<file path="config.mk">
export PLATFORM = sky130hd
export DESIGN_NAME = lpd_queue
export DESIGN_NICKNAME = d
export VERILOG_FILES = /design/src/hdl/masked_lp_distance_top_assert.svh /design/src/hdl/lpd_pkg.sv /design/src/hdl/lpd_queue.sv
export SDC_FILE = /design/constraint.sdc
export NUM_CORES = 1
export LEC_CHECK = 0
export ABC_AREA = 1
export BUFFER_PORTS_ARGS = -buffer_cell sky130_fd_sc_hd__buf_2
export CORE_UTILIZATION = 49
export CTS_BUF_LIST = sky130_fd_sc_hd__clkbuf_8
export CTS_CLUSTER_DIAMETER = 80
export DETAILED_ROUTE_END_ITERATION = 10
export PLACE_DENSITY = 0.87
export SETUP_SLACK_MARGIN = 0.15
export SYNTH_ARGS = -nofsm -noshare
export SYNTH_HDL_FRONTEND = slang
export SYNTH_SLANG_ARGS = --single-unit
</file>
<file path="constraint.sdc">
create_clock -name clk -period 7.6 [get_ports clk]
set_clock_uncertainty 0.05 [all_clocks]
set_input_delay 2.28 -clock clk [delete_from_list [all_inputs] [get_ports clk]]
set_output_delay 2.28 -clock clk [all_outputs]
set_load 0.05 [all_outputs]
</file>
<file path="src/hdl/masked_lp_distance_top_assert.svh">
// Assertion macros for the masked Lp distance block.
// Used by masked_lp_distance_top only; no other dependencies.
`ifndef MASKED_LP_DISTANCE_TOP_ASSERT_SVH
`define MASKED_LP_DISTANCE_TOP_ASSERT_SVH

// Same-cycle implication, disabled during reset.
`define LPD_ASSERT_IMPL(lbl, ck, rs, ante, cons, msg) \
  lbl: assert property (@(posedge ck) disable iff (rs) (ante) |-> (cons)) \
    else $error(msg);

// Next-cycle implication, disabled during reset.
`define LPD_ASSERT_NEXT(lbl, ck, rs, ante, cons, msg) \
  lbl: assert property (@(posedge ck) disable iff (rs) (ante) |=> (cons)) \
    else $error(msg);

`endif

</file>
<file path="src/hdl/lpd_pkg.sv">
// Package for the masked Lp distance block: widths, register codes, shared types.
// No dependencies.
`timescale 1ns / 1ps

package lpd_pkg;

  localparam int VAL_W       = 32;
  localparam int ACC_W       = 64;
  localparam int MD_W        = 31;
  localparam int RECIP_W     = 17;
  localparam int PANEL_W     = 16;
  localparam int POINT_W     = 16;
  localparam int CFG_IDX_W   = 3;
  localparam int CFG_DATA_W  = 32;
  localparam int MAX_POINTS  = 65536;
  localparam int QUEUE_DEPTH = 2;
  localparam int SQRT_STEPS  = ACC_W / 2;
  localparam int PROD_W      = VAL_W + RECIP_W;
  localparam int FULL_W      = ACC_W + RECIP_W;

  localparam logic [RECIP_W-1:0] RECIP_RESET = RECIP_W'(65536);
  localparam logic [VAL_W-1:0]   ONE_Q16     = VAL_W'(65536);

  typedef enum logic [CFG_IDX_W-1:0] {
    REG_USE_MEAN_ABS,
    REG_MISSING_DISTANCE,
    REG_PANEL_MODE,
    REG_PANEL_PENALTY,
    REG_ONLY_PAST,
    REG_MEAN_RECIPROCAL
  } cfg_reg_t;

  typedef struct packed {
    logic                     use_mean_abs;
    logic [MD_W-1:0]          missing_distance;
    logic                     panel_mode;
    logic signed [VAL_W-1:0]  panel_penalty;
    logic                     only_past;
    logic [RECIP_W-1:0]       mean_reciprocal;
  } lpd_cfg_t;

  // One finished point handed from the front to the back.
  typedef struct packed {
    logic [ACC_W-1:0]   acc;
    logic               skip;
    logic               mae;
    logic [MD_W-1:0]    pen;
    logic [POINT_W-1:0] index;
  } lpd_job_t;

  typedef enum logic [2:0] {
    BK_IDLE,
    BK_ADDP,
    BK_SQRT,
    BK_MUL_LO,
    BK_MUL_HI,
    BK_SUM,
    BK_PEN,
    BK_EMIT
  } bk_state_t;

endpackage

</file>
<file path="src/hdl/lpd_queue.sv">
// Short job queue between front and back.
// Depends on lpd_pkg.
`timescale 1ns / 1ps

module lpd_queue import lpd_pkg::*; (
  input  logic     clk,
  input  logic     rst,
  input  logic     push,
  input  lpd_job_t push_data,
  output logic     full,
  input  logic     pop,
  output lpd_job_t pop_data,
  output logic     empty
);

  localparam int PTR_W = (QUEUE_DEPTH > 1) ? $clog2(QUEUE_DEPTH) : 1;
  localparam int CNT_W = $clog2(QUEUE_DEPTH + 1);

  lpd_job_t           mem [QUEUE_DEPTH];
  logic [PTR_W-1:0]   wr_ptr;
  logic [PTR_W-1:0]   rd_ptr;
  logic [CNT_W-1:0]   count;

  assign full     = count == CNT_W'(QUEUE_DEPTH);
  assign empty    = count == '0;
  assign pop_data = mem[rd_ptr];

  always_ff @(posedge clk) begin
    if (push) begin
      mem[wr_ptr] <= push_data;
    end
  end

  always_ff @(posedge clk) begin
    if (rst) begin
      wr_ptr <= '0;
      rd_ptr <= '0;
      count  <= '0;
    end else begin
      if (push) begin
        wr_ptr <= (wr_ptr == PTR_W'(QUEUE_DEPTH - 1)) ? '0 : wr_ptr + 1'b1;
      end
      if (pop) begin
        rd_ptr <= (rd_ptr == PTR_W'(QUEUE_DEPTH - 1)) ? '0 : rd_ptr + 1'b1;
      end
      if (push && !pop) begin
        count <= count + 1'b1;
      end else if (pop && !push) begin
        count <= count - 1'b1;
      end
    end
  end

endmodule

</file>
==> Word-level counts from Yosys, hierarchy flattened <==
Memory sizes are Yosys's and may differ from the RTL's. A register that Yosys moved wholly into a read port is not among the register bits.
Index checks and enable logic that the tools add are counted.
{ "totals": {"register_bits": 4, "ram_bits": 226, "inputBits": 117, "out_inout_bits": 115, "elab_cells": 23, "n_memories": 1} }
{ "mem_list": {"columns": ["name", "depth", "width", "read_ports", "rd_clocked_by_memory_dff", "write_ports", "line", "rtl"], "rows": [
  ["mem", 2, 113, 1, 1, 1, "lpd_queue.sv:19", "lpd_job_t mem [QUEUE_DEPTH];"]
]} }
{ "classes": {"add_sub_neg": 4, "n_eq_ne": 1, "muxes": 8, "reduce_logical": 6} }
{ "ops": {"columns": ["operator", "count"], "rows": [
  ["1-bit two-way mux", 6],
  ["2-bit two-way mux", 2],
  ["1-bit adder, second input constant", 2],
  ["2-bit by 1-bit adder with 2-bit output, second input constant", 1],
  ["2-bit == test, second input constant", 1],
  ["1-bit logical AND", 2],
  ["1-bit logical NOT", 2],
  ["2-bit logical NOT", 1],
  ["2-bit nonzero test", 1],
  ["2-bit by 1-bit subtractor with 2-bit output, second input constant", 1]
]} }

==> Logic depth before layout (Yosys ltp) <==
Gate-level depths: netlist of run 1.
{ "depth": {"depth_word": 4, "mapped_depth": 8, "mapped_depth_nobuf": 8} }

==> Least setup slack after synthesis of run 1 <==
Ideal clock, no wire load.
{ "synth_path": {"path_kind": "input-to-reg", "startpoint": "in push", "endpoint": "mem mem[0][0] (netlist bit) (enable)", "setup_time_ps": 589, "t_arrival_ps": 7048, "required_time_ps": 6961, "slack_ps": -87, "cell_stages": 2, "path_buffers": 0, "cell_sequence": "inv_1 > nor2_1"} }
{ "synth_between": {"elab_chain_cells": 2} }
{ "synth_lines": {"columns": ["item", "line", "rtl"], "rows": [
  ["from (decl)", "lpd_queue.sv:8", "input logic push,"],
  ["1-bit two-way mux", "lpd_queue.sv:29", "if (push) begin"],
  ["1-bit two-way mux (implied by the code)", "lpd_queue.sv:30", "mem[wr_ptr] <= push_data;"],
  ["to (decl)", "lpd_queue.sv:19", null]
]} }
No other way between the ends.

==> metrics.txt, run 1 <==
status=complete, no violations; Seq cells post-synth=231; Finish-stage setup viols=0; Switching Fraction=27.48%; LEAKAGE=0.004231 uW; Via Count=4446; metal3 WL=1.263 mm; Ys Warns=0; drt pass-1 iters=4; CTS clk-pin slew, worst paths=60 ps; PostCTS Resize Cnt=0; Critical Path Start Type=flip-flop; Area contributors post-synth=edfxtp_1 (78%), mux2_4 (12%), mux2_2 (5.6%); WL final=15.97 mm; Primary FF master, synth=edfxtp_1; synthesis-to-layout area growth=22.59%; gr ovfl total=0; # fillers=1255; Clock Power Share=30.4%; largest net degree at the start of global routing=60; gr usage total=17.02%; DRC=0; Die Area=18240 sq um; cell taking the most area after synthesis=edfxtp_1; TritonCTS clock tree=done; DR WL/cell=17.94 um; share of post-route cells with drive strength above 1=58.80%; first-pass GRT wire length=23.27 mm; Max Transition Viols Final=0; H-tree depth=2; post-synth top area share=78.25%; CP Capture Type=output pin; Avg Inst Size Synth=22.53 sq um; Unique masters post-synth=17; Iter 0 DRT Violations=224; final worst setup slack=2762 ps; worst skew pair latency=490 ps; min Tclk post-route=4838 ps; num rows=48; Hold/Removal Path Class=reg2reg; initial antenna violation count=0; Post-Synthesis Net Count=503; Starting Density=50.14%; Final #Nets=765; clock sink count=231; met2 wire len=8.011 mm; top cells by count, synth=edfxtp_1 (226), mux2_4 (70), mux2_2 (43); vias in the first global route=4523; Fmax=206.7 MHz; Syn Inst Count=385; ANT cells=0; io pins=232; Slew HR=45.24%; Routed Antenna Nets=0; P_int=2087 uW; switching power total=790.8 uW; Chip Height=135.0 um; Final Hold Slack=493.9 ps; Via density=4.996; IO Port Bufs=231; Flop pwr share=52.2%; dpl ws=3216 ps; register area share after synthesis=79.40%; PD cells=270.7 nW/um^2; WL met1=6.334 mm; gpl congestion=0.7170; worst setup path class=reg2out; EDFF count, synth=226; CTS root buffer=clkbuf_8; Worst IR Drop VDD=0.1702 mV; CTS Buffer Depth=3; post-synthesis cell area=8673 sq um; Hold Buf Count CTS=0; Die X=135.0 um; RSZ-0062 raised after global routing=false; Tcrit/Tclk final=63.66%; Final Hold Vio Count=0; Worst-Margin Slew=821.4 ps; postcts setup bufs=0; total core area=17300 sq um; Sequential Area=6890 sq um; max-cap violation count=0; Async S/R FF share, synth=0%; CTS Buf Count=37; combinational share of power=17.3%; setup tns final=0 ps; count leader, synth=edfxtp_1; Worst Path Required=5270 ps; FF-to-FF setup slack=5280 ps; arrival time at the worst endpoint=2510 ps; worst-path fanout max=41; area occupied by multi-input gates=1635 sq um; DP Wirelength=10.50 mm; Top Metal Used=met4
final cells by class:
type	instances	share of cell area, %
inverters	9	0.3413
flip-flops and latches	231	64.80
well taps	225	2.648
clock inverters	19	0.6825
multi-input cells	132	15.38
clock buffers	38	4.919
repair buffers	236	11.23
power by group through the flow:
| stage | combinational, uW | clock [uW] | sequential (uW) |
|---|---|---|---|
| after global routing | 520 | 960 | 1510 |
| after CTS | 503 | 905 | 1500 |
| after floorplan | 399 | 0 | 1520 |
| after detailed placement | 501 | 0 | 1530 |
| after global placement | 490 | 0 | 1520 |
| final | 499 | 876 | 1500 |
worst max-delay path, stage by stage (launching register included):
cell     delay (ps)
dfxtp_4         700
buf_4           650
mux2_2          410
buf_2           210
state kept, by name (all words and copies together), names as in the netlist, named ones only:
register	cells
count	2
mem	226
rd_ptr	1
wr_ptr	1
worst paths after layout:
path,endpoint,startpoint,cells after the start
hold reg to reg,rd_ptr,rd_ptr,2
hold / removal,rd_ptr,rd_ptr,2
setup / recovery,pop_data[10],flip-flop,3
setup reg to reg,mem[1][110],wr_ptr,3
routing by layer:
layer / track usage [%] / vias to the layer above
met5: 0 / -
met4: 6.804 / 0
met3: 5.255 / 34
met2: 28.58 / 215
met1: 20.50 / 2170
li1: - / 2027
cells in the final DEF, fill, tap and decap left out, types with 3 or more instances in the layout:
| cell type | instances |
|---|---|
| inv_1 | 23 |
| nor2_1 | 6 |
| clkbuf_8 | 38 |
| mux2_2 | 43 |
| nand2_1 | 5 |
| edfxtp_1 | 226 |
| dfxtp_1 | 4 |
| buf_4 | 5 |
| mux2_4 | 70 |
| buf_2 | 231 |
| clkinv_1 | 3 |
stage by stage:
stage	instance area, sq um	power (uW)	instances	util [%]
floorplan	8676	1918	385	-
global placement	10040	2014	833	58.03
detailed placement	10040	2031	833	58.03
CTS	10630	2912	890	61.47
global route	10630	2989	890	61.47
finish	10630	2878	890	61.47
kinds of logic after synthesis:
| kind of cell | Yosys count | share of synthesized area, % |
|---|---|---|
| buf+inv | 22 | 1.832 |
| simple gates | 15 | 0.7069 |
| flops | 231 | 79.40 |
| mux | 113 | 17.70 |
| compound gates | 2 | 0.1153 |
| xor+xnor | 1 | 0.1010 |
| fa+ha+maj | 1 | 0.1442 |
Power figures use the tool's default switching activity.
==> inputs of run 2 (changes only) <==
Settings changed: CORE_UTILIZATION 49 to 50, PLACE_DENSITY 0.87 to 0.85.
Clock period 7.6 ns to 4.75 ns, I/O delays scaled along.
==> run 2 against run 1 <==
Count of clock-buffer cells in the layout increased by 3; final area increased by 1.3%; combinational power increased by 62%; global-route usage increased by 0.18 points; clock power increased by 83%; critical path depth unchanged; non-clock buffer count increased by 2; via count decreased by 1.6%; utilization increased by 2.8 points; flip-flop and latch count unchanged; critical path type unchanged; largest cell class unchanged.
==> metrics.txt, run 2 (synthesis results as in run 1) <==
CP Capture Type=output pin (unchanged); worst setup path class=reg2out (unchanged); Chip Height=133.7 um (was 135.0 um); status=complete, no violations (unchanged); DRC=0 (unchanged); H-tree depth=2 (unchanged); gr usage total=17.20% (was 17.02%); initial antenna violation count=1 (was 0); postcts setup bufs=0 (unchanged); CTS root buffer=clkbuf_8 (unchanged); IO Port Bufs=231 (unchanged); worst-path fanout max=50 (was 41); worst skew pair latency=510 ps (was 490 ps); Starting Density=51.75% (was 50.14%); Iter 0 DRT Violations=252 (was 224); Finish-stage setup viols=0 (unchanged); Final Instance Area=10770 sq um (was 10630 sq um); Placed Area=10070 sq um (was 10040 sq um); Die X=133.7 um (was 135.0 um); Critical Path Start Type=flip-flop (unchanged); TritonCTS clock tree=done (unchanged); RSZ-0062 raised after global routing=false (unchanged); DR WL/cell=17.21 um (was 17.94 um); Hold/Removal Path Class=reg2reg (unchanged); Hold Buf Count CTS=0 (unchanged); hold depth=2 (unchanged); Die Area=17880 sq um (was 18240 sq um); Worst IR Drop VDD=0.2848 mV (was 0.1702 mV); max-cap violation count=0 (unchanged); max reg flops=226 (unchanged); setup tns final=0 ps (unchanged); Max Transition Viols Final=0 (unchanged); most frequent cells in the layout=buf_2 (231), edfxtp_1 (226), mux2_4 (70) (unchanged); Worst Path Required=3270 ps (was 5270 ps); commonest non-fill, non-tap cell in the layout=buf_2 (unchanged); Final Hold Vio Count=0 (unchanged); Final #Nets=768 (was 765); Routed Antenna Nets=0 (unchanged); num rows=47 (was 48); Worst-Margin Slew=929.5 ps (was 821.4 ps); CTS Buffer Depth=3 (unchanged); DP Wirelength=10.27 mm (was 10.50 mm); Tcrit/Tclk final=79.77%; largest net degree at the start of global routing=59 (was 60); total core area=16760 sq um (was 17300 sq um); vias in the first global route=4713 (was 4523); # fillers=1165 (was 1255); share of post-route cells with drive strength above 1=59.61% (was 58.80%); Slew HR=37.88% (was 45.24%); reg2reg path depth=3 (unchanged); biggest regs=mem x226, count x2 (unchanged); Fmax=263.9 MHz; Largest Register=mem (unchanged); CTS clk-pin slew, worst paths=60 ps (about the same); io pins=232 (unchanged); gr ovfl total=0 (unchanged); arrival time at the worst endpoint=2310 ps (was 2510 ps); ANT cells=0 (unchanged); synthesis-to-layout area growth=24.13% (was 22.59%); drt pass-1 iters=4 (unchanged); gpl congestion=0.7427 (was 0.7170); min Tclk post-route=3789 ps; Via Count=4374 (was 4446); LEAKAGE=0.004265 uW (was 0.004231 uW); first-pass GRT wire length=23.36 mm (was 23.27 mm); PostCTS Resize Cnt=0 (unchanged); CTS Buf Count=38 (was 37); PD cells=445.5 nW/um^2 (was 270.7 nW/um^2); clock sink count=231 (unchanged); WL final=15.34 mm (was 15.97 mm); Via density=4.909 (was 4.996)
## run 2: changes by cell type in the layout (fill, tap and decap cells not counted)
cell and delta:
clkinv_1 +7, inv_1 -10, clkinv_2 +2, clkbuf_8 +3, bufinv_16 +2, buf_12 +2
## run 2: layout make-up
type                            instances  area, sq um  area share (%)
Clock inverter                         20        131.4           1.220
Tap cell                              220        275.3           2.557
Clock buffer                           41        564.3           5.241
Timing Repair Buffer                  238         1234           11.46
Inverter                                9        36.28          0.3370
Sequential cell                       231         6890           64.00
Multi-Input combinational cell        132         1635           15.19
## run 2: report_power, final
part           internal, uW  switching, uW
combinational           252            554
clock                   894            702
sequential             2360           32.6
total                  3510           1290
## run 2: metrics by stage
| step | setup WS, ps | instances | util [%] | power, uW | hold slack [ps] |
|---|---|---|---|---|---|
| 3_3_place_gp | 1540 | 830 | 60.09 | 3226 | 448.7 |
| 2_1_floorplan | 554.5 | 385 | - | 3067 | 429.9 |
| 6_report | 961.2 | 891 | 64.24 | 4797 | 480.9 |
| 5_1_grt | 841.5 | 891 | 64.24 | 4970 | 523.7 |
| 3_5_place_dp | 1477 | 830 | 60.09 | 3251 | 477.6 |
| 4_1_cts | 914.5 | 891 | 64.24 | 4846 | 482.9 |
## run 2: worst paths after layout
| kind | startpoint | to | slack (ps) |
|---|---|---|---|
| max | flip-flop | pop_data[99] | 960 |
| min | rd_ptr | flip-flop | 480 |
| max reg2reg | wr_ptr | mem[1][68] | 2730 |
| min reg2reg | rd_ptr | flip-flop | 480 |
## run 2: per-layer routing
metal / global-route usage (%) / wire [um]
met1: 18.64 / 5778
met2: 30.40 / 7921
met3: 6.088 / 1233
met4: 7.134 / 391
met5: 0 / 13
## run 2: worst max-delay path, stage by stage, from the launching register on
cell and delay, ps:
dfxtp_4 480, buf_4 640, mux2_2 420, buf_2 210
==> inputs of run 3 (changes only) <==
Settings changed: CORE_UTILIZATION 50 to 49, PLACE_DENSITY 0.85 to 0.87.
Clock period 4.75 ns to 3.38 ns, I/O delays scaled along.
==> run 3 against run 2 <==
Combinational power grew 43%; sequential power up 41%; first-iteration DRC count up 0.40%; non-clock buffer count did not move; count of clock-buffer cells in the layout unchanged; via count rose by 1.9%; total power increased by 40%; register-to-register slack lost 1000 ps; global-route usage up 0.13 points; flip-flop and latch count unchanged; critical endpoint is now pop_data[11]; die area increased by 2.0%.
==> metrics.txt, run 3 (synthesis results as in run 1) <==
Worst-Margin Slew=533.5 ps (was 929.5 ps); IO Port Bufs=231 (unchanged); TritonCTS clock tree=done (unchanged); worst-path fanout max=54 (was 50); LEAKAGE=0.004276 uW (was 0.004265 uW); io pins=232 (unchanged); num rows=48 (was 47); Chip Height=135.0 um (was 133.7 um); initial antenna violation count=0 (was 1); worst setup path class=reg2out (unchanged); Top Metal Used=met4 (was met5); biggest regs=mem x226, count x2 (unchanged); share of post-route cells with drive strength above 1=59.44% (was 59.61%); gpl congestion=0.7523 (was 0.7427); P_int=4862 uW (was 3508 uW); Critical Path Start Type=flip-flop (unchanged); most frequent cells in the layout=buf_2 (231), edfxtp_1 (226), mux2_4 (70) (unchanged); met2 wire len=8.267 mm (was 7.921 mm); switching power total=1835 uW (was 1289 uW); DR WL/cell=17.87 um (was 17.21 um); Via density=4.965 (was 4.909); Starting Density=50.14% (was 51.75%); PD cells=620.4 nW/um^2 (was 445.5 nW/um^2); WL final=16.05 mm (was 15.34 mm); CTS root buffer=clkbuf_8 (unchanged); commonest non-fill, non-tap cell in the layout=buf_2 (unchanged); Routed Antenna Nets=0 (unchanged); max reg flops=226 (unchanged); Hold Buf Count CTS=0 (unchanged); arrival time at the worst endpoint=1880 ps (was 2310 ps); combinational share of power=17.2% (was 16.8%); Clock Power Share=32.6% (was 33.3%); Hold Startpoint=rd_ptr (unchanged); synthesis-to-layout area growth=24.45% (was 24.13%); Fmax=339.4 MHz; max-cap violation count=0 (unchanged); Setup crit end=pop_data[11] (was pop_data[99]); reg2reg path depth=3 (unchanged); Tcrit/Tclk final=87.18%; clock sink count=231 (unchanged); Flop pwr share=50.2% (was 49.9%); ANT cells=0 (unchanged); first-pass GRT wire length=23.63 mm (was 23.36 mm); metal3 WL=1.191 mm (was 1.233 mm); final worst setup slack=433.5 ps (was 961.2 ps); CTS Buffer Depth=3 (unchanged); RSZ-0062 raised after global routing=false (unchanged); postcts setup bufs=0 (unchanged); Via Count=4459 (was 4374); placed insts=835 (was 830); CTS clk-pin slew, worst paths=60 ps (about the same); status=complete, no violations (unchanged); vias in the first global route=4743 (was 4713); CP Capture Type=output pin (unchanged); Final Hold Slack=478.8 ps (was 480.9 ps); Worst Path Required=2320 ps (was 3270 ps); Die Area=18240 sq um (was 17880 sq um); dpl ws=917.6 ps (was 1477 ps); gr usage total=17.33% (was 17.20%); Finish-stage setup viols=0 (unchanged); Final #Nets=768 (unchanged); min Tclk post-route=2947 ps; FF-to-FF setup slack=1720 ps (was 2730 ps); CTS Buf Count=38 (unchanged); Max Transition Viols Final=0 (unchanged); Largest Register=mem (unchanged); drt pass-1 iters=4 (unchanged); H-tree depth=2 (unchanged); setup tns final=0 ps (unchanged); Switching Fraction=27.39% (was 26.87%); Die X=135.0 um (was 133.7 um); Final Non-Filler Cells=898 (was 891); Slew HR=64.36% (was 37.88%); # fillers=1228 (was 1165); Iter 0 DRT Violations=253 (was 252); total core area=17300 sq um (was 16760 sq um); WL met1=6.169 mm (was 5.778 mm); DP Wirelength=10.53 mm (was 10.27 mm); RR Endpoint=mem[1][63] (was mem[1][68]); DRC=0 (unchanged); Worst IR Drop VDD=0.3823 mV (was 0.2848 mV); Final Util=62.41% (was 64.24%); gr ovfl total=0 (unchanged); r2r startpoint=wr_ptr (unchanged); Hold/Removal Path Class=reg2reg (unchanged); Final Hold Vio Count=0 (unchanged); PostCTS Resize Cnt=0 (unchanged); largest net degree at the start of global routing=94 (was 59); worst skew pair latency=520 ps (was 510 ps)
[run 3: cell types whose count changed in the layout (fill, tap and decap cells not counted), sizes merged]
cell	before	now
inv	14	17
bufinv	2	1
clkinvlp	0	1
clkinv	13	12
[run 3: stage by stage]
stage	cell area, sq um	total power (uW)
after floorplan	8685	4308
after global placement	10120	4540
after detailed placement	10120	4578
after CTS	10790	6766
after global routing	10790	6939
final	10790	6697
[run 3: how the worst min path moves through the flow]
stage                     end  cells after the start
floorplan           flip-flop                      2
global placement       rd_ptr                      2
detailed placement  flip-flop                      2
CTS                 flip-flop                      2
global route           rd_ptr                      2
finish              flip-flop                      2
[run 3: layout make-up]
| class | count | area [sq um] | area share [%] |
|---|---|---|---|
| Inverter | 9 | 37.54 | 0.3477 |
| Tap cell | 225 | 281.5 | 2.608 |
| Timing Repair Buffer | 238 | 1271 | 11.78 |
| Clock inverter | 22 | 113.9 | 1.055 |
| Multi-Input combinational cell | 132 | 1635 | 15.15 |
| Sequential cell | 231 | 6890 | 63.83 |
| Clock buffer | 41 | 564.3 | 5.228 |
[run 3: critical path, cell delays in order (launching register included)]
cell and delay (ps):
dfxtp_4 370, buf_12 330, mux2_2 400, buf_2 220
[run 3: routing by layer]
metal	GRT usage [%]	vias to the layer above
met4	7.179	0
li1	-	2045
met3	5.180	40
met1	19.50	2168
met2	30.64	206
met5	0	-
[run 3: power by group through the flow]
stage / clock network [uW] / registers (uW) / logic (uW)
floorplan: 0 / 3410 / 898
global placement: 0 / 3410 / 1130
detailed placement: 0 / 3420 / 1160
CTS: 2240 / 3360 / 1160
global route: 2360 / 3370 / 1200
finish: 2180 / 3360 / 1150
